===== config.mk =====
export PLATFORM = sky130hd
export DESIGN_NAME = hdbn_line_encoder_flat
export DESIGN_NICKNAME = d
export VERILOG_FILES = /design/src/rtl/core/hdbn_pkg.sv /design/src/rtl/core/hdbn_bit_if.sv /design/src/rtl/core/hdbn_sym_if.sv /design/src/rtl/core/hdbn_sym_line.sv /design/src/rtl/core/hdbn_line_encoder.sv /design/src/flat_wrapper.sv
export SDC_FILE = /design/constraint.sdc
export NUM_CORES = 1
export LEC_CHECK = 0
export ABC_AREA = 1
export BUFFER_PORTS_ARGS = -buffer_cell sky130_fd_sc_hd__buf_2
export CAP_MARGIN = 20
export CELL_PAD_IN_SITES_DETAIL_PLACEMENT = 0
export CELL_PAD_IN_SITES_GLOBAL_PLACEMENT = 1
export CORE_ASPECT_RATIO = 1.2
export CORE_UTILIZATION = 30
export DETAILED_ROUTE_END_ITERATION = 10
export PLACE_DENSITY = 0.73
export SETUP_SLACK_MARGIN = 0.5
export SKIP_CTS_REPAIR_TIMING = 1
export SLEW_MARGIN = 20
export SYNTH_ARGS = -nofsm -noshare
export SYNTH_HDL_FRONTEND = slang
export SYNTH_HIERARCHICAL = 1
export SYNTH_SLANG_ARGS = --single-unit
export TNS_END_PERCENT = 20

===== constraint.sdc =====
create_clock -name i_clk -period 2.9 [get_ports i_clk]
set_input_delay 0.435 -clock i_clk [delete_from_list [all_inputs] [get_ports i_clk]]
set_output_delay 0.435 -clock i_clk [all_outputs]
set_load 0.005 [all_outputs]

===== src/rtl/core/hdbn_pkg.sv =====
`timescale 1ns / 1ps
// ----------------------------------------------------------------------------
// HDBn line encoder package
// Shared constants, symbol codes and the delay line control type.
// ----------------------------------------------------------------------------
package hdbn_pkg;

    // Default depth of the symbol delay line (largest zero limit supported).
    localparam int MAX_ZERO_LIMIT_DEF = 4;
    // Smallest zero limit the encoder acts on.
    localparam int MIN_ZERO_LIMIT     = 2;

    // Configuration register.
    localparam int ZERO_LIMIT_W   = 3;
    localparam int ZERO_LIMIT_RST = 3;
    localparam int ZERO_RUN_W     = 3;

    // Configuration port.
    localparam int APB_ADDR_W = 2;
    localparam int APB_DATA_W = 32;
    localparam logic [APB_ADDR_W-1:0] ADDR_ZERO_LIMIT = 2'd0;

    // Bipolar symbol codes.
    localparam int SYM_W = 2;
    typedef logic [SYM_W-1:0] t_sym;
    localparam t_sym SYM_ZERO = 2'd0;
    localparam t_sym SYM_POS  = 2'd1;
    localparam t_sym SYM_NEG  = 2'd2;

    // Control of the delay line: pop, push and the pushed symbol.
    typedef struct packed {
        logic pop;
        logic push;
        t_sym push_sym;
    } t_line_ctl;

endpackage


===== src/rtl/core/hdbn_bit_if.sv =====
`timescale 1ns / 1ps
// ----------------------------------------------------------------------------
// HDBn message bit channel
// Valid/ready channel that carries one message bit and its end flag.
// ----------------------------------------------------------------------------
interface hdbn_bit_if;
    logic valid;
    logic ready;
    logic data_bit;
    logic end_of_message;

    modport source (output valid, output data_bit, output end_of_message, input ready);
    modport sink   (input valid, input data_bit, input end_of_message, output ready);
endinterface


===== src/rtl/core/hdbn_sym_if.sv =====
`timescale 1ns / 1ps
// ----------------------------------------------------------------------------
// HDBn line symbol channel
// Valid/ready channel that carries one bipolar symbol on the P and N rails.
// ----------------------------------------------------------------------------
interface hdbn_sym_if;
    logic valid;
    logic ready;
    logic pos_pulse;
    logic neg_pulse;
    logic message_last;

    modport source (output valid, output pos_pulse, output neg_pulse,
                    output message_last, input ready);
    modport sink   (input valid, input pos_pulse, input neg_pulse,
                    input message_last, output ready);
endinterface


===== src/rtl/core/hdbn_sym_line.sv =====
`timescale 1ns / 1ps
// ----------------------------------------------------------------------------
// HDBn symbol delay line
// Shift register of symbols with a fill count; oldest entry at index zero.
// ----------------------------------------------------------------------------
module hdbn_sym_line #(
    parameter int MAX_ZL = hdbn_pkg::MAX_ZERO_LIMIT_DEF,
    localparam int FILL_W = $clog2(MAX_ZL + 1)
) (
    input  logic                  i_clk,
    input  logic                  i_rst_n,
    input  hdbn_pkg::t_line_ctl   i_ctl,
    output hdbn_pkg::t_sym        o_oldest,
    output logic [FILL_W-1:0]     o_fill
);
    import hdbn_pkg::*;

    t_sym              r_sym [MAX_ZL];
    t_sym              n_sym [MAX_ZL];
    logic [FILL_W-1:0] r_fill;
    logic [FILL_W-1:0] n_fill;
    logic [FILL_W-1:0] wr_idx;

    // A push after a pop lands one place lower.
    assign wr_idx = i_ctl.pop ? (r_fill - FILL_W'(1)) : r_fill;

    // Shift towards the head on a pop, then write the new symbol.
    for (genvar g = 0; g < MAX_ZL; g++) begin : g_entry
        t_sym shifted;
        if (g < MAX_ZL - 1) begin : g_mid
            assign shifted = i_ctl.pop ? r_sym[g+1] : r_sym[g];
        end else begin : g_tail
            assign shifted = r_sym[g];
        end
        assign n_sym[g] = (i_ctl.push && (wr_idx == FILL_W'(g))) ? i_ctl.push_sym : shifted;
    end

    // Fill count follows pushes and pops.
    always_comb begin
        n_fill = r_fill;
        if (i_ctl.push && !i_ctl.pop) begin
            n_fill = r_fill + FILL_W'(1);
        end else if (!i_ctl.push && i_ctl.pop) begin
            n_fill = r_fill - FILL_W'(1);
        end
    end

    always_ff @(posedge i_clk) begin
        if (!i_rst_n) begin
            r_fill <= '0;
        end else begin
            r_fill <= n_fill;
        end
    end

    // Symbol storage holds payload only and needs no reset.
    always_ff @(posedge i_clk) begin
        r_sym <= n_sym;
    end

    assign o_oldest = r_sym[0];
    assign o_fill   = r_fill;

endmodule


===== src/rtl/core/hdbn_line_encoder.sv =====
`timescale 1ns / 1ps
// ----------------------------------------------------------------------------
// HDBn line encoder
// Codes message bits into HDB2/HDB3/HDB4 bipolar symbols on P and N rails.
//
//   Port        Dir   Kind          Carries
//   i_bit       in    valid/ready   data_bit, end_of_message
//   o_sym       out   valid/ready   pos_pulse, neg_pulse, message_last
//   psel...     in    APB register  zero_limit at byte address 0
//
// In steady flow, with the result register not stalled, one bit is taken and
// one symbol given every cycle. A bit's symbol waits in the delay line for
// the limit's number of later bits before it is loaded into the result register.
// A bit that ends a message is followed by a flush of the symbols held in the
// delay line, and a lowered limit drains the surplus symbols; the single
// result register paces both, as it takes one symbol a cycle when free.
// Reset is synchronous and active low; no clearing pass is needed.
// While the result register is stalled, bits are still taken until the delay
// line holds the limit's number of symbols and the input register is full.
// ----------------------------------------------------------------------------
module hdbn_line_encoder #(
    parameter int MAX_ZERO_LIMIT = hdbn_pkg::MAX_ZERO_LIMIT_DEF
) (
    input  logic                            i_clk,
    input  logic                            i_rst_n,
    hdbn_bit_if.sink                        i_bit,
    hdbn_sym_if.source                      o_sym,
    input  logic                            psel,
    input  logic                            penable,
    input  logic                            pwrite,
    input  logic [hdbn_pkg::APB_ADDR_W-1:0] paddr,
    input  logic [hdbn_pkg::APB_DATA_W-1:0] pwdata,
    output logic [hdbn_pkg::APB_DATA_W-1:0] prdata,
    output logic                            pready
);
    import hdbn_pkg::*;

    localparam int FILL_W = $clog2(MAX_ZERO_LIMIT + 1);

    // Configuration and coder state.
    logic [ZERO_LIMIT_W-1:0] r_zero_limit;
    logic [ZERO_RUN_W-1:0]   r_zero_run;
    logic [ZERO_RUN_W-1:0]   n_zero_run;
    logic                    r_last_mark_pos;
    logic                    n_last_mark_pos;
    logic                    r_last_viol_pos;
    logic                    n_last_viol_pos;
    logic                    r_flush;
    logic                    n_flush;

    // Input register.
    logic r_in_valid;
    logic r_in_bit;
    logic r_in_eom;

    // Result register.
    logic r_out_valid;
    logic r_out_pos;
    logic r_out_neg;
    logic r_out_last;

    // Delay line.
    t_line_ctl         line_ctl;
    t_sym              line_oldest;
    logic [FILL_W-1:0] line_fill;

    logic [FILL_W-1:0]     lim;
    logic [ZERO_RUN_W-1:0] zero_run_inc;
    logic                  out_free;
    logic                  act_flush;
    logic                  act_drain;
    logic                  act_proc;
    logic                  held;
    logic                  violation;
    logic                  b_apply;
    t_sym                  viol_sym;
    t_sym                  proc_sym;
    logic                  out_load;
    t_sym                  out_sym;
    logic                  out_last;
    logic                  cfg_write;

    // Configuration port: writes complete in the access phase.
    assign pready    = 1'b1;
    assign cfg_write = psel && penable && pwrite && (paddr == ADDR_ZERO_LIMIT);
    assign prdata    = (paddr == ADDR_ZERO_LIMIT)
                     ? {{(APB_DATA_W-ZERO_LIMIT_W){1'b0}}, r_zero_limit} : '0;

    always_ff @(posedge i_clk) begin
        if (!i_rst_n) begin
            r_zero_limit <= ZERO_LIMIT_W'(ZERO_LIMIT_RST);
        end else if (cfg_write) begin
            r_zero_limit <= pwdata[ZERO_LIMIT_W-1:0];
        end
    end

    // Limit clamped into the supported range.
    always_comb begin
        if (32'(r_zero_limit) > MAX_ZERO_LIMIT) begin
            lim = FILL_W'(MAX_ZERO_LIMIT);
        end else if (32'(r_zero_limit) < MIN_ZERO_LIMIT) begin
            lim = FILL_W'(MIN_ZERO_LIMIT);
        end else begin
            lim = FILL_W'(r_zero_limit);
        end
    end

    // Pick this cycle's action: flush, drain surplus, or code the held bit.
    assign out_free  = !r_out_valid || o_sym.ready;
    assign held      = (line_fill == lim);
    assign act_flush = r_flush && out_free;
    assign act_drain = !r_flush && r_in_valid && (line_fill > lim) && out_free;
    assign act_proc  = !r_flush && r_in_valid && (line_fill <= lim)
                     && (!held || out_free);

    // Input register takes a transfer whenever it is empty or the held bit moves on.
    assign i_bit.ready = !r_in_valid || act_proc;

    always_ff @(posedge i_clk) begin
        if (!i_rst_n) begin
            r_in_valid <= 1'b0;
        end else if (i_bit.valid && i_bit.ready) begin
            r_in_valid <= 1'b1;
        end else if (act_proc) begin
            r_in_valid <= 1'b0;
        end
    end

    always_ff @(posedge i_clk) begin
        if (i_bit.valid && i_bit.ready) begin
            r_in_bit <= i_bit.data_bit;
            r_in_eom <= i_bit.end_of_message;
        end
    end

    // Symbol coding: alternate marks, violations and balancing pulses.
    assign zero_run_inc = r_zero_run + ZERO_RUN_W'(1);
    assign violation    = !r_in_bit && (32'(zero_run_inc) >= (32'(lim) + 1));
    assign viol_sym     = r_last_viol_pos ? SYM_NEG : SYM_POS;
    assign b_apply      = violation && held && (r_last_mark_pos == r_last_viol_pos);

    always_comb begin
        n_zero_run      = r_zero_run;
        n_last_mark_pos = r_last_mark_pos;
        n_last_viol_pos = r_last_viol_pos;
        n_flush         = r_flush;
        proc_sym        = SYM_ZERO;
        if (act_flush && (line_fill == FILL_W'(1))) begin
            n_flush = 1'b0;
        end
        if (act_proc) begin
            if (r_in_bit) begin
                n_zero_run      = '0;
                proc_sym        = r_last_mark_pos ? SYM_NEG : SYM_POS;
                n_last_mark_pos = !r_last_mark_pos;
            end else if (violation) begin
                n_zero_run      = '0;
                proc_sym        = viol_sym;
                n_last_viol_pos = !r_last_viol_pos;
                if (b_apply) begin
                    n_last_mark_pos = !r_last_viol_pos;
                end
            end else begin
                n_zero_run = zero_run_inc;
            end
            // End of message returns the polarity state to reset.
            if (r_in_eom) begin
                n_zero_run      = '0;
                n_last_mark_pos = 1'b0;
                n_last_viol_pos = 1'b0;
                n_flush         = 1'b1;
            end
        end
    end

    always_ff @(posedge i_clk) begin
        if (!i_rst_n) begin
            r_zero_run      <= '0;
            r_last_mark_pos <= 1'b0;
            r_last_viol_pos <= 1'b0;
            r_flush         <= 1'b0;
        end else begin
            r_zero_run      <= n_zero_run;
            r_last_mark_pos <= n_last_mark_pos;
            r_last_viol_pos <= n_last_viol_pos;
            r_flush         <= n_flush;
        end
    end

    // Delay line control.
    assign line_ctl.pop      = act_flush || act_drain || (act_proc && held);
    assign line_ctl.push     = act_proc;
    assign line_ctl.push_sym = proc_sym;

    hdbn_sym_line #(
        .MAX_ZL (MAX_ZERO_LIMIT)
    ) u_sym_line (
        .i_clk    (i_clk),
        .i_rst_n  (i_rst_n),
        .i_ctl    (line_ctl),
        .o_oldest (line_oldest),
        .o_fill   (line_fill)
    );

    // The oldest symbol leaves; a balancing pulse overwrites it on the way out.
    assign out_load = line_ctl.pop;
    assign out_sym  = b_apply ? viol_sym : line_oldest;
    assign out_last = act_flush && (line_fill == FILL_W'(1));

    always_ff @(posedge i_clk) begin
        if (!i_rst_n) begin
            r_out_valid <= 1'b0;
        end else if (out_load) begin
            r_out_valid <= 1'b1;
        end else if (o_sym.ready) begin
            r_out_valid <= 1'b0;
        end
    end

    always_ff @(posedge i_clk) begin
        if (out_load) begin
            r_out_pos  <= (out_sym == SYM_POS);
            r_out_neg  <= (out_sym == SYM_NEG);
            r_out_last <= out_last;
        end
    end

    assign o_sym.valid        = r_out_valid;
    assign o_sym.pos_pulse    = r_out_pos;
    assign o_sym.neg_pulse    = r_out_neg;
    assign o_sym.message_last = r_out_last;

`ifndef ASSERT_OFF
    // The last flushed symbol empties the line and ends the flush.
    a_flush_end: assert property (@(posedge i_clk) disable iff (!i_rst_n)
        act_flush && (line_fill == FILL_W'(1)) |=> !r_flush && (line_fill == '0))
        else $error("flush did not end on the last held symbol");

    // No new bit is coded while the line is being flushed.
    a_no_code_in_flush: assert property (@(posedge i_clk) disable iff (!i_rst_n)
        r_flush |-> !act_proc)
        else $error("bit coded during flush");

    // Steady flow keeps the line at the limit.
    a_steady_fill: assert property (@(posedge i_clk) disable iff (!i_rst_n)
        act_proc && held && !r_in_eom |=> line_fill == $past(line_fill))
        else $error("fill count moved in steady flow");

    // A symbol never drives both rails.
    a_one_rail: assert property (@(posedge i_clk) disable iff (!i_rst_n)
        r_out_valid |-> !(r_out_pos && r_out_neg))
        else $error("both rails driven");
`endif

endmodule

===== src/flat_wrapper.sv =====
// flat-port wrapper written by rule: the top's interface ports become plain ports
module hdbn_line_encoder_flat import hdbn_pkg::*;
#(
    parameter int MAX_ZERO_LIMIT = hdbn_pkg::MAX_ZERO_LIMIT_DEF
)
  (i_clk, i_rst_n, psel, penable, pwrite, paddr, pwdata, prdata, pready, i_bit_valid, i_bit_data_bit, i_bit_end_of_message, i_bit_ready, o_sym_valid, o_sym_pos_pulse, o_sym_neg_pulse, o_sym_message_last, o_sym_ready);
  hdbn_bit_if i_bit_i ();
  hdbn_sym_if o_sym_i ();
  input  logic i_clk;
  input  logic i_rst_n;
  input  logic psel;
  input  logic penable;
  input  logic pwrite;
  input  logic [hdbn_pkg::APB_ADDR_W-1:0] paddr;
  input  logic [hdbn_pkg::APB_DATA_W-1:0] pwdata;
  output logic [hdbn_pkg::APB_DATA_W-1:0] prdata;
  output logic pready;
  input wire logic [$bits(i_bit_i.valid)-1:0] i_bit_valid;
  input wire logic [$bits(i_bit_i.data_bit)-1:0] i_bit_data_bit;
  input wire logic [$bits(i_bit_i.end_of_message)-1:0] i_bit_end_of_message;
  output wire logic [$bits(i_bit_i.ready)-1:0] i_bit_ready;
  output wire logic [$bits(o_sym_i.valid)-1:0] o_sym_valid;
  output wire logic [$bits(o_sym_i.pos_pulse)-1:0] o_sym_pos_pulse;
  output wire logic [$bits(o_sym_i.neg_pulse)-1:0] o_sym_neg_pulse;
  output wire logic [$bits(o_sym_i.message_last)-1:0] o_sym_message_last;
  input wire logic [$bits(o_sym_i.ready)-1:0] o_sym_ready;
  assign i_bit_i.valid = i_bit_valid;
  assign i_bit_i.data_bit = i_bit_data_bit;
  assign i_bit_i.end_of_message = i_bit_end_of_message;
  assign i_bit_ready = i_bit_i.ready;
  assign o_sym_valid = o_sym_i.valid;
  assign o_sym_pos_pulse = o_sym_i.pos_pulse;
  assign o_sym_neg_pulse = o_sym_i.neg_pulse;
  assign o_sym_message_last = o_sym_i.message_last;
  assign o_sym_i.ready = o_sym_ready;
  hdbn_line_encoder #(.MAX_ZERO_LIMIT(MAX_ZERO_LIMIT)) u_core (.i_clk(i_clk), .i_rst_n(i_rst_n), .i_bit(i_bit_i), .o_sym(o_sym_i), .psel(psel), .penable(penable), .pwrite(pwrite), .paddr(paddr), .pwdata(pwdata), .prdata(prdata), .pready(pready));
endmodule

==> metrics.txt, run 1 <==
synthesized area per cell 7.76 um2; post-synthesis simple-gate area fraction 24.3%; drt pass-1 iters 6; Pint roughly 900 uW; Max clock buf depth 2; Worst path most repeated cell nand2_2; CP Class reg -> reg; Seq pwr share 36.7%; die extent in x roughly 74 um; biggest cell delay along the critical path around 0.41 ns; Synth cell types 32; per-cell routed wire length a little over 9 um; status finished clean; CTS clk-pin slew, worst paths 0.09 ns; CP arrival between 2 and 2.5 ns; Hold Violations, Final 0; top cell type by total area after synthesis edfxtp_1; Clock Skew ~0.0019 ns; Area growth syn-to-layout 16.9%; complex-gate fraction of the synthesized area about a tenth; post-synthesis sequential area ratio 36.0%; Hold WC Path Type in -> reg; Synth warnings 6; VDD IR max 0.000213 V; leakage 1.02 nW; via count between 1,000 and 1,500; Worst Slack Setup Final approximately 0.64 ns; Core Box Area 6010 um2; CP Capture Type flop; Setup-failing EPs final 0; Routed Antenna Nets 0; Net Sw Power 672 uW; gp weighted congestion approximately 0.77; Synth Cell Area approximately 1900 um2; Site Rows 31; Total GRT Usage 10.6%; Tcrit/Tclk final between 70% and 80%; count of final max-slew check failures 0; Vias/cell between 4 and 5; clock sinks 27; Buffers on Ports 21; maximum number of pins on one net before global-route repair 15; nets@finish approximately 320; fmax 0.443 GHz; RSZ-0062 raised after global routing true; CTS Root Cell clkbuf_8; Die ar. 6530 um2; Synth area leaders edfxtp_1 21%, dfxtp_1 15%, buf_4 12%; Max FO, Critical Path 6; count leader, synth nand2_1; Post-synth top cells 46 x nand2_1, 34 x inv_1, 30 x buf_4, 15 x nor2_1; Post-synth EDFFs 13; Die Ht between 80 and 90 um; Initial DRC Count 41; Worst-Skew Late Latency 0.27 ns; # DRC 0; xor/xnor share of the synthesized area around 2.4%; minimum clock period around 2.3 ns; Placement Setup Slack 0.378 ns; CTS tree built; dpl hpwl about 2.5 mm; Routed WL approximately 3.3 mm; layout cells sized above 1 27.7%; initial antenna violation count 0; mux cell area share after synthesis 0%; data required time of the critical path about 2.9 ns; Sum Neg Setup Slack 0 ns; maxcap violations 0; global route total overflow 0; antenna cells 0; largest family of logic cells by synthesized area simple AND/OR/NAND/NOR gates; worst-path cell chain inv_2 -> ha_4 -> nand2_2 -> o21ai_2 -> nor2_2 -> o31ai_4 -> inv_2 -> nand2_2 -> nand3_4 -> nor2_4 -> nand2_2 -> nand2_2; Yosys top cell area share about a fifth; IO Pins 81; CTS H-tree depth 1; CP max-delay cell dfxtp_4; Syn Inst Count 240; Main synth FF type dfxtp_1; first-pass GRT wire length around 5.5 mm; sw frac a little over two fifths; Synth async-reset ratio 0%; Yosys reg bits 27; CTS buffer count 3; effective utilization at floorplan a little under a third; vias in the first global route between 1,000 and 1,500; Clock Power Share 13.8%; Synth Area in Adders about 7.4%; Combinational Power Share between 40 and 50%; crit start category flop; pwr dens around 730 nW/um2
[state kept, by name (all words and copies together) (netlist names), 2 cells and up]
name / flops
u_core/r_zero_run: 3
u_core/u_sym_line/o_oldest: 2
u_core/u_sym_line/r_sym: 4
u_core/r_zero_limit: 3
u_core/u_sym_line/g_entry.shifted: 2
u_core/u_sym_line/o_fill: 3
[final timing paths]
kind                                                     startpoint                                       to  slack, ns  cells after the start
worst min register to register       u_core/r_in_valid$_SDFFE_PN0P_           u_core/r_in_valid$_SDFFE_PN0P_       0.51                      2
worst max-delay path            u_core/r_zero_limit[2]$_SDFFE_PN0P_  u_core/u_sym_line/o_oldest[0]$_DFFE_PP_       0.64                     12
worst min-delay path                                 i_bit_data_bit                u_core/r_in_bit$_DFFE_PP_       0.33                      1
worst max register to register  u_core/r_zero_limit[2]$_SDFFE_PN0P_  u_core/u_sym_line/o_oldest[0]$_DFFE_PP_       0.64                     12
[through the flow]
step / total power, mW / hold slack (ns) / util [%] / cells / cell area [um2]
after CTS: 1.45 / 0.324 / 33.4 / 344 / 2010
after global routing: 1.75 / 0.317 / 36.2 / 349 / 2180
after global placement: 1.22 / 0.503 / 32.6 / 340 / 1960
final: 1.59 / 0.328 / 36.2 / 349 / 2180
after detailed placement: 1.23 / 0.501 / 32.6 / 340 / 1960
after floorplan: 1.12 / 0.487 / - / 268 / 1980
[worst max-delay path, delay by kind of cell, from the launching register on]
family / cells / cell delay, ns
compound gates: 2 / 0.48
flops: 1 / 0.41
buf+inv: 2 / 0.20
simple gates: 7 / 0.63
fa+ha+maj: 1 / 0.29
[cells in the final DEF (no fill, tap or decap), drive strengths merged]
master  synthesis  routed
ha             11      11
nand2          53      53
a31oi           1       1
o21ai          12      12
nand4           2       2
a21oi          12      12
xor2            2       2
conb            2      30
o211ai          3       3
nor2           18      18
a21boi          1       1
clkbuf          1       4
nand3          18      18
edfxtp         13      13
xnor2           3       3
dfxtp          14      14
nor4            1       1
inv            36      36
buf            31      27
o21a            1       1
nor3            4       4
o31ai           1       1
[per-layer routing]
| metal | up-vias | part of all wire (%) | track usage (%) |
|---|---|---|---|
| li1 | 766 | - | - |
| met1 | 657 | 47 | 13.1 |
| met2 | 38 | 48 | 18.6 |
| met3 | 5 | 3.7 | 1.25 |
| met4 | 0 | 1.7 | 4.20 |
| met5 | - | 0 | 0 |
[power by group through the flow]
stage,clock network [mW],logic (mW),registers [mW]
after floorplan,0,0.554,0.565
after global placement,0,0.641,0.582
after detailed placement,0,0.651,0.583
after CTS,0.224,0.654,0.574
after global routing,0.238,0.909,0.599
final,0.219,0.790,0.584
[area by class of cell]
class                      instances  area (um2)
clock buffer                       4        45.0
fill                             634        3830
inverter                          36         138
multi-input combinational        173        1060
sequential                        27         678
tap                               82         103
timing repair buffer              27         150
[cell families (layout without fill, tap and decap cells)]
logic type / Yosys count / count (layout)
AOI/OAI and AO/OA: 31 / 31
xor gates and xnor gates: 5 / 5
adders and majority gates: 11 / 11
buffers and inverters: 68 / 67
DFF: 27 / 27
other: 2 / 30
and+or+nand+nor: 96 / 96
Power figures use the tool's default switching activity.
==> inputs of run 2 (changes only) <==
==> constraint.sdc (replaced) <==
create_clock -name i_clk -period 1.9 [get_ports i_clk]
set_input_delay 0.285 -clock i_clk [delete_from_list [all_inputs] [get_ports i_clk]]
set_output_delay 0.285 -clock i_clk [all_outputs]
set_load 0.005 [all_outputs]
==> metrics.txt, run 2 (same netlist as run 1, synthesis figures left out) <==
fin util 39.7% (was 36.2%); data required time of the critical path 1.90 ns (was 2.90 ns); most common cell after layout, fill and taps aside nand2_1 (unchanged); placed inst area 2190 um2 (was 1960 um2); worst-path cell chain inv_2 -> ha_4 -> nand2_2 -> o21ai_2 -> nor2_2 -> o31ai_4 -> inv_2 -> nand2_2 -> nand3_4 -> nor2_4 -> nand2_2 -> nand2_2 (unchanged); initial antenna violation count 0 (unchanged); nets@finish 347 (was 322); Tcrit/Tclk final 119% (was 77.9%); die extent in x 73.9 um (unchanged); CP Class reg -> reg (unchanged); total chip power 2.67 mW (was 1.59 mW); maxcap violations 0 (unchanged); Finished Cell Area 2390 um2 (was 2180 um2); Worst Slack Setup Final -0.354 ns (was 0.640 ns); failing checks negative setup slack; Total GRT Usage 11.5% (was 10.6%); per-cell routed wire length 9.48 um (was 9.34 um); leakage 1.17 nW (was 1.02 nW); antenna cells 0 (unchanged); # DRC 0 (unchanged); Max FO, Critical Path 6 (unchanged); effective utilization at floorplan 31.0% (unchanged); CTS clk-pin slew, worst paths 0.10 ns (was 0.09 ns); vias in the first global route 1,378 (was 1,286); Hold Violations, Final 0 (unchanged); gp weighted congestion 0.723 (was 0.775); CP max-delay cell dfxtp_4 (unchanged); Die ar. 6530 um2 (unchanged); Fillers 626 (was 634); Initial DRC Count 39 (was 41); Routed WL 3.55 mm (was 3.26 mm); Hold WC Path Type in -> reg (unchanged); Setup-failing EPs final 24 (was 0); Die Ht 88.3 um (unchanged); Max clock buf depth 2 (unchanged); minimum clock period 2.25 ns (was 2.26 ns); CTS buffer count 3 (unchanged); VDD IR max 0.000438 V (was 0.000213 V); CTS tree built (unchanged); most frequent cells in the layout 37 x nand2_1, 30 x conb_1, 29 x inv_1, 29 x buf_4, 21 x buf_2 (was 39 x nand2_1, 30 x inv_1, 30 x conb_1, 21 x buf_2); dpl hpwl 2.72 mm (was 2.49 mm); family with the most delay on the worst path simple AND/OR/NAND/NOR gates (unchanged); Site Rows 31 (unchanged); Routed Antenna Nets 0 (unchanged); IO Pins 81 (unchanged); CTS H-tree depth 1 (unchanged); count of final max-slew check failures 0 (unchanged); Top reg by flops u_core/u_sym_line/r_sym (unchanged); Core Box Area 6010 um2 (unchanged); Worst path most repeated cell nand2_2 (unchanged); final cell count without fillers 374 (was 349); global route total overflow 0 (unchanged); first-pass GRT wire length 5.77 mm (was 5.46 mm); CP Capture Type flop (unchanged); placed cell count 365 (was 340); CTS Root Cell clkbuf_8 (unchanged); max FFs per register 4 (unchanged); Vias/cell 4.13 (was 4.20); drt pass-1 iters 4 (was 6); maximum number of pins on one net before global-route repair 16 (was 15); Placement Setup Slack -0.351 ns (was 0.378 ns); via count 1,546 (was 1,466); CP arrival 2.25 ns (was 2.26 ns); clock sinks 27 (unchanged); biggest cell delay along the critical path 0.39 ns (was 0.41 ns); Area growth syn-to-layout 28.2% (was 16.9%); Clock Skew 0.00507 ns (was 0.00186 ns); Hold Slack 0.181 ns (was 0.328 ns); fmax 0.444 GHz (was 0.443 GHz); Sum Neg Setup Slack -6.11 ns (was 0 ns); crit start category flop (unchanged); RSZ-0062 raised after global routing true (unchanged); layout cells sized above 1 35.6% (was 27.7%); Worst-Skew Late Latency 0.27 ns (about the same); pwr dens 1120 nW/um2 (was 732 nW/um2); CP bufs+invs 2 (unchanged); status complete, but fails checks (was finished clean); Buffers on Ports 21 (unchanged)
-- run 2: worst register-to-register path: stages (launching register included) --
cell,delay (ns)
dfxtp_4,0.39
inv_2,0.05
ha_4,0.28
nand2_2,0.05
o21ai_2,0.16
nor2_2,0.08
o31ai_4,0.35
inv_2,0.13
nand2_2,0.11
nand3_4,0.09
nor2_4,0.13
nand2_2,0.08
nand2_2,0.09
-- run 2: worst paths after layout --
check / to / startpoint / cells past startpoint / slack, ns
setup reg to reg: u_core/u_sym_line/o_oldest[0]$_DFFE_PP_ / u_core/r_zero_limit[2]$_SDFFE_PN0P_ / 12 / -0.35
setup / recovery: u_core/u_sym_line/o_oldest[0]$_DFFE_PP_ / u_core/r_zero_limit[2]$_SDFFE_PN0P_ / 12 / -0.35
hold reg to reg: u_core/u_sym_line/r_sym[3]$_DFFE_PP_ / u_core/u_sym_line/g_entry[3].shifted[1]$_DFFE_PP_ / 2 / 0.52
hold / removal: u_core/r_in_bit$_DFFE_PP_ / i_bit_data_bit / 1 / 0.18
-- run 2: report_power, final --
part / internal [mW] / leakage, nW / switching (mW)
Clock: 0.147 / 0.0255 / 0.190
Sequential: 0.779 / 0.238 / 0.0670
Combinational: 0.656 / 0.904 / 0.835
Total: 1.58 / 1.17 / 1.09
-- run 2: cell type report --
| cell class | count | area, um2 | area share, % |
|---|---|---|---|
| multi-input cells | 173 | 1080 | 45.2 |
| flip-flops and latches | 27 | 677 | 28.4 |
| repair buffers | 52 | 345 | 14.5 |
| inverters | 36 | 138 | 5.77 |
| well taps | 82 | 103 | 4.30 |
| clock buffers | 3 | 41.3 | 1.73 |
| clock inverters | 1 | 5.00 | 0.210 |
-- run 2: metal layers --
layer / vias up / global-route usage (%) / wire length (um)
met5: - / 0 / 0
met2: 36 / 20.4 / 1760
met1: 683 / 13.7 / 1630
met3: 2 / 1.71 / 124
met4: 0 / 4.72 / 30
li1: 825 / - / -
==> inputs of run 3 (changes only) <==
==> constraint.sdc (replaced) <==
create_clock -name i_clk -period 2.06 [get_ports i_clk]
set_input_delay 0.309 -clock i_clk [delete_from_list [all_inputs] [get_ports i_clk]]
set_output_delay 0.309 -clock i_clk [all_outputs]
set_load 0.005 [all_outputs]
==> metrics.txt, run 3 (same netlist as run 1, synthesis figures left out) <==
GRT met3 Usage 2.05% (was 1.71%); leakage 1.16 nW (was 1.17 nW); CTS Root Cell clkbuf_8 (unchanged); effective utilization at floorplan 31.0% (unchanged); nets@finish 346 (was 347); Die ar. 6530 um2 (unchanged); fmax 0.440 GHz (was 0.444 GHz); Area growth syn-to-layout 27.6% (was 28.2%); drt pass-1 iters 4 (unchanged); CTS tree built (unchanged); via count 1,559 (was 1,546); count of final max-slew check failures 0 (unchanged); grt peak-use layer met2 (unchanged); CP startpoint u_core/r_zero_limit[2]$_SDFFE_PN0P_ (unchanged); data required time of the critical path 2.05 ns (was 1.90 ns); M2 GR Usage 21.6% (was 20.4%); Max clock buf depth 2 (unchanged); Hold WC Path Type in -> reg (unchanged); max FFs per register 4 (unchanged); Hold Violations, Final 0 (unchanged); layout cells sized above 1 34.0% (was 35.6%); Vias/cell 4.18 (was 4.13); Clock Skew 0.00392 ns (was 0.00507 ns); Core Box Area 6010 um2 (unchanged); IO Pins 81 (unchanged); Worst-Skew Late Latency 0.27 ns (about the same); CP Class reg -> reg (unchanged); maximum number of pins on one net before global-route repair 16 (unchanged); antenna cells 0 (unchanged); Max FO, Critical Path 6 (unchanged); met1 GRT Util 13.5% (was 13.7%); CTS buffer count 3 (unchanged); Site Rows 31 (unchanged); Placement Setup Slack -0.264 ns (was -0.351 ns); CP Capture Type flop (unchanged); Min-Delay Startpoint i_bit_end_of_message (was i_bit_data_bit); most frequent cells in the layout 39 x nand2_1, 30 x conb_1, 29 x inv_1, 28 x buf_4, 21 x buf_2 (was 37 x nand2_1, 30 x conb_1, 29 x inv_1, 29 x buf_4, 21 x buf_2); global route total overflow 0 (unchanged); Routed WL 3.52 mm (was 3.55 mm); crit start category flop (unchanged); Routed Antenna Nets 0 (unchanged); Setup-failing EPs final 21 (was 24); minimum clock period 2.27 ns (was 2.25 ns); status complete, but fails checks (unchanged); RSZ-0062 raised after global routing true (unchanged); Worst Slack Setup Final -0.212 ns (was -0.354 ns); CTS H-tree depth 1 (unchanged); Buffers on Ports 21 (unchanged); vias in the first global route 1,372 (was 1,378); initial antenna violation count 0 (unchanged); clock sinks 27 (unchanged); per-cell routed wire length 9.44 um (was 9.48 um); CTS clk-pin slew, worst paths 0.10 ns (about the same); Tcrit/Tclk final 110% (was 119%); VDD IR max 0.000357 V (was 0.000438 V); die extent in x 73.9 um (unchanged); most common cell after layout, fill and taps aside nand2_1 (unchanged); pwr dens 1040 nW/um2 (was 1120 nW/um2); Total GRT Usage 11.6% (was 11.5%); r2r startpoint u_core/r_zero_limit[2]$_SDFFE_PN0P_ (unchanged); Top reg by flops u_core/u_sym_line/r_sym (unchanged); Initial DRC Count 23 (was 39); failing checks negative setup slack (unchanged); dpl hpwl 2.81 mm (was 2.72 mm); gp weighted congestion 0.755 (was 0.723); Fillers 641 (was 626); first-pass GRT wire length 5.82 mm (was 5.77 mm); Die Ht 88.3 um (unchanged); fin util 39.5% (was 39.7%); maxcap violations 0 (unchanged); CP arrival 2.27 ns (was 2.25 ns); # DRC 0 (unchanged)
-- run 3: power by group --
part | internal [mW] | total (mW) | leakage [nW] | switching, mW
logic | 0.610 | 1.39 | 0.897 | 0.783
registers | 0.719 | 0.779 | 0.239 | 0.0599
clock network | 0.136 | 0.305 | 0.0255 | 0.170
total | 1.46 | 2.48 | 1.16 | 1.01
-- run 3: layout make-up --
class | instances | area (um2) | area share (%)
clock buffer | 3 | 41.3 | 1.74
clock inverter | 1 | 5.00 | 0.211
inverter | 36 | 140 | 5.90
multi-input combinational | 173 | 1070 | 45.2
sequential | 27 | 676 | 28.5
tap | 82 | 103 | 4.32
timing repair buffer | 51 | 338 | 14.2
-- run 3: final timing paths --
| path | slack [ns] | depth (start not counted) | end |
|---|---|---|---|
| hold reg to reg | 0.53 | 2 | u_core/r_in_valid$_SDFFE_PN0P_ |
| setup reg to reg | -0.21 | 12 | u_core/u_sym_line/r_sym[2]$_DFFE_PP_ |
| setup / recovery | -0.21 | 12 | u_core/u_sym_line/r_sym[2]$_DFFE_PP_ |
| hold / removal | 0.21 | 1 | u_core/r_in_eom$_DFFE_PP_ |
-- run 3: worst max-delay path: stages (launching register included) --
cell and delay [ns]:
dfxtp_4 0.39, inv_2 0.05, ha_4 0.27, nand2_2 0.06, o21ai_4 0.15, nor2_4 0.06, o31ai_4 0.36, inv_2 0.15
nand2_1 0.11, nand3_2 0.09, nor2_4 0.13, nand2_2 0.06, nand2_1 0.09
-- run 3: routing by layer --
| metal | part of all wire, % | up-vias |
|---|---|---|
| met2 | 53 | 39 |
| met4 | 1.1 | 0 |
| li1 | - | 814 |
| met5 | 0 | - |
| met1 | 42 | 702 |
| met3 | 4.0 | 4 |
-- run 3: metrics by stage --
step	cell area (um2)	setup TNS [ns]	hold WS, ns	power [mW]	cells
CTS	2230	-4.96	0.198	2.28	369
finish	2370	-3.17	0.206	2.48	373
floorplan	2020	-2.41	0.407	1.62	268
global route	2370	-6.50	0.197	2.70	373
global placement	2190	-4.03	0.486	1.94	365
detailed placement	2190	-4.40	0.487	1.97	365
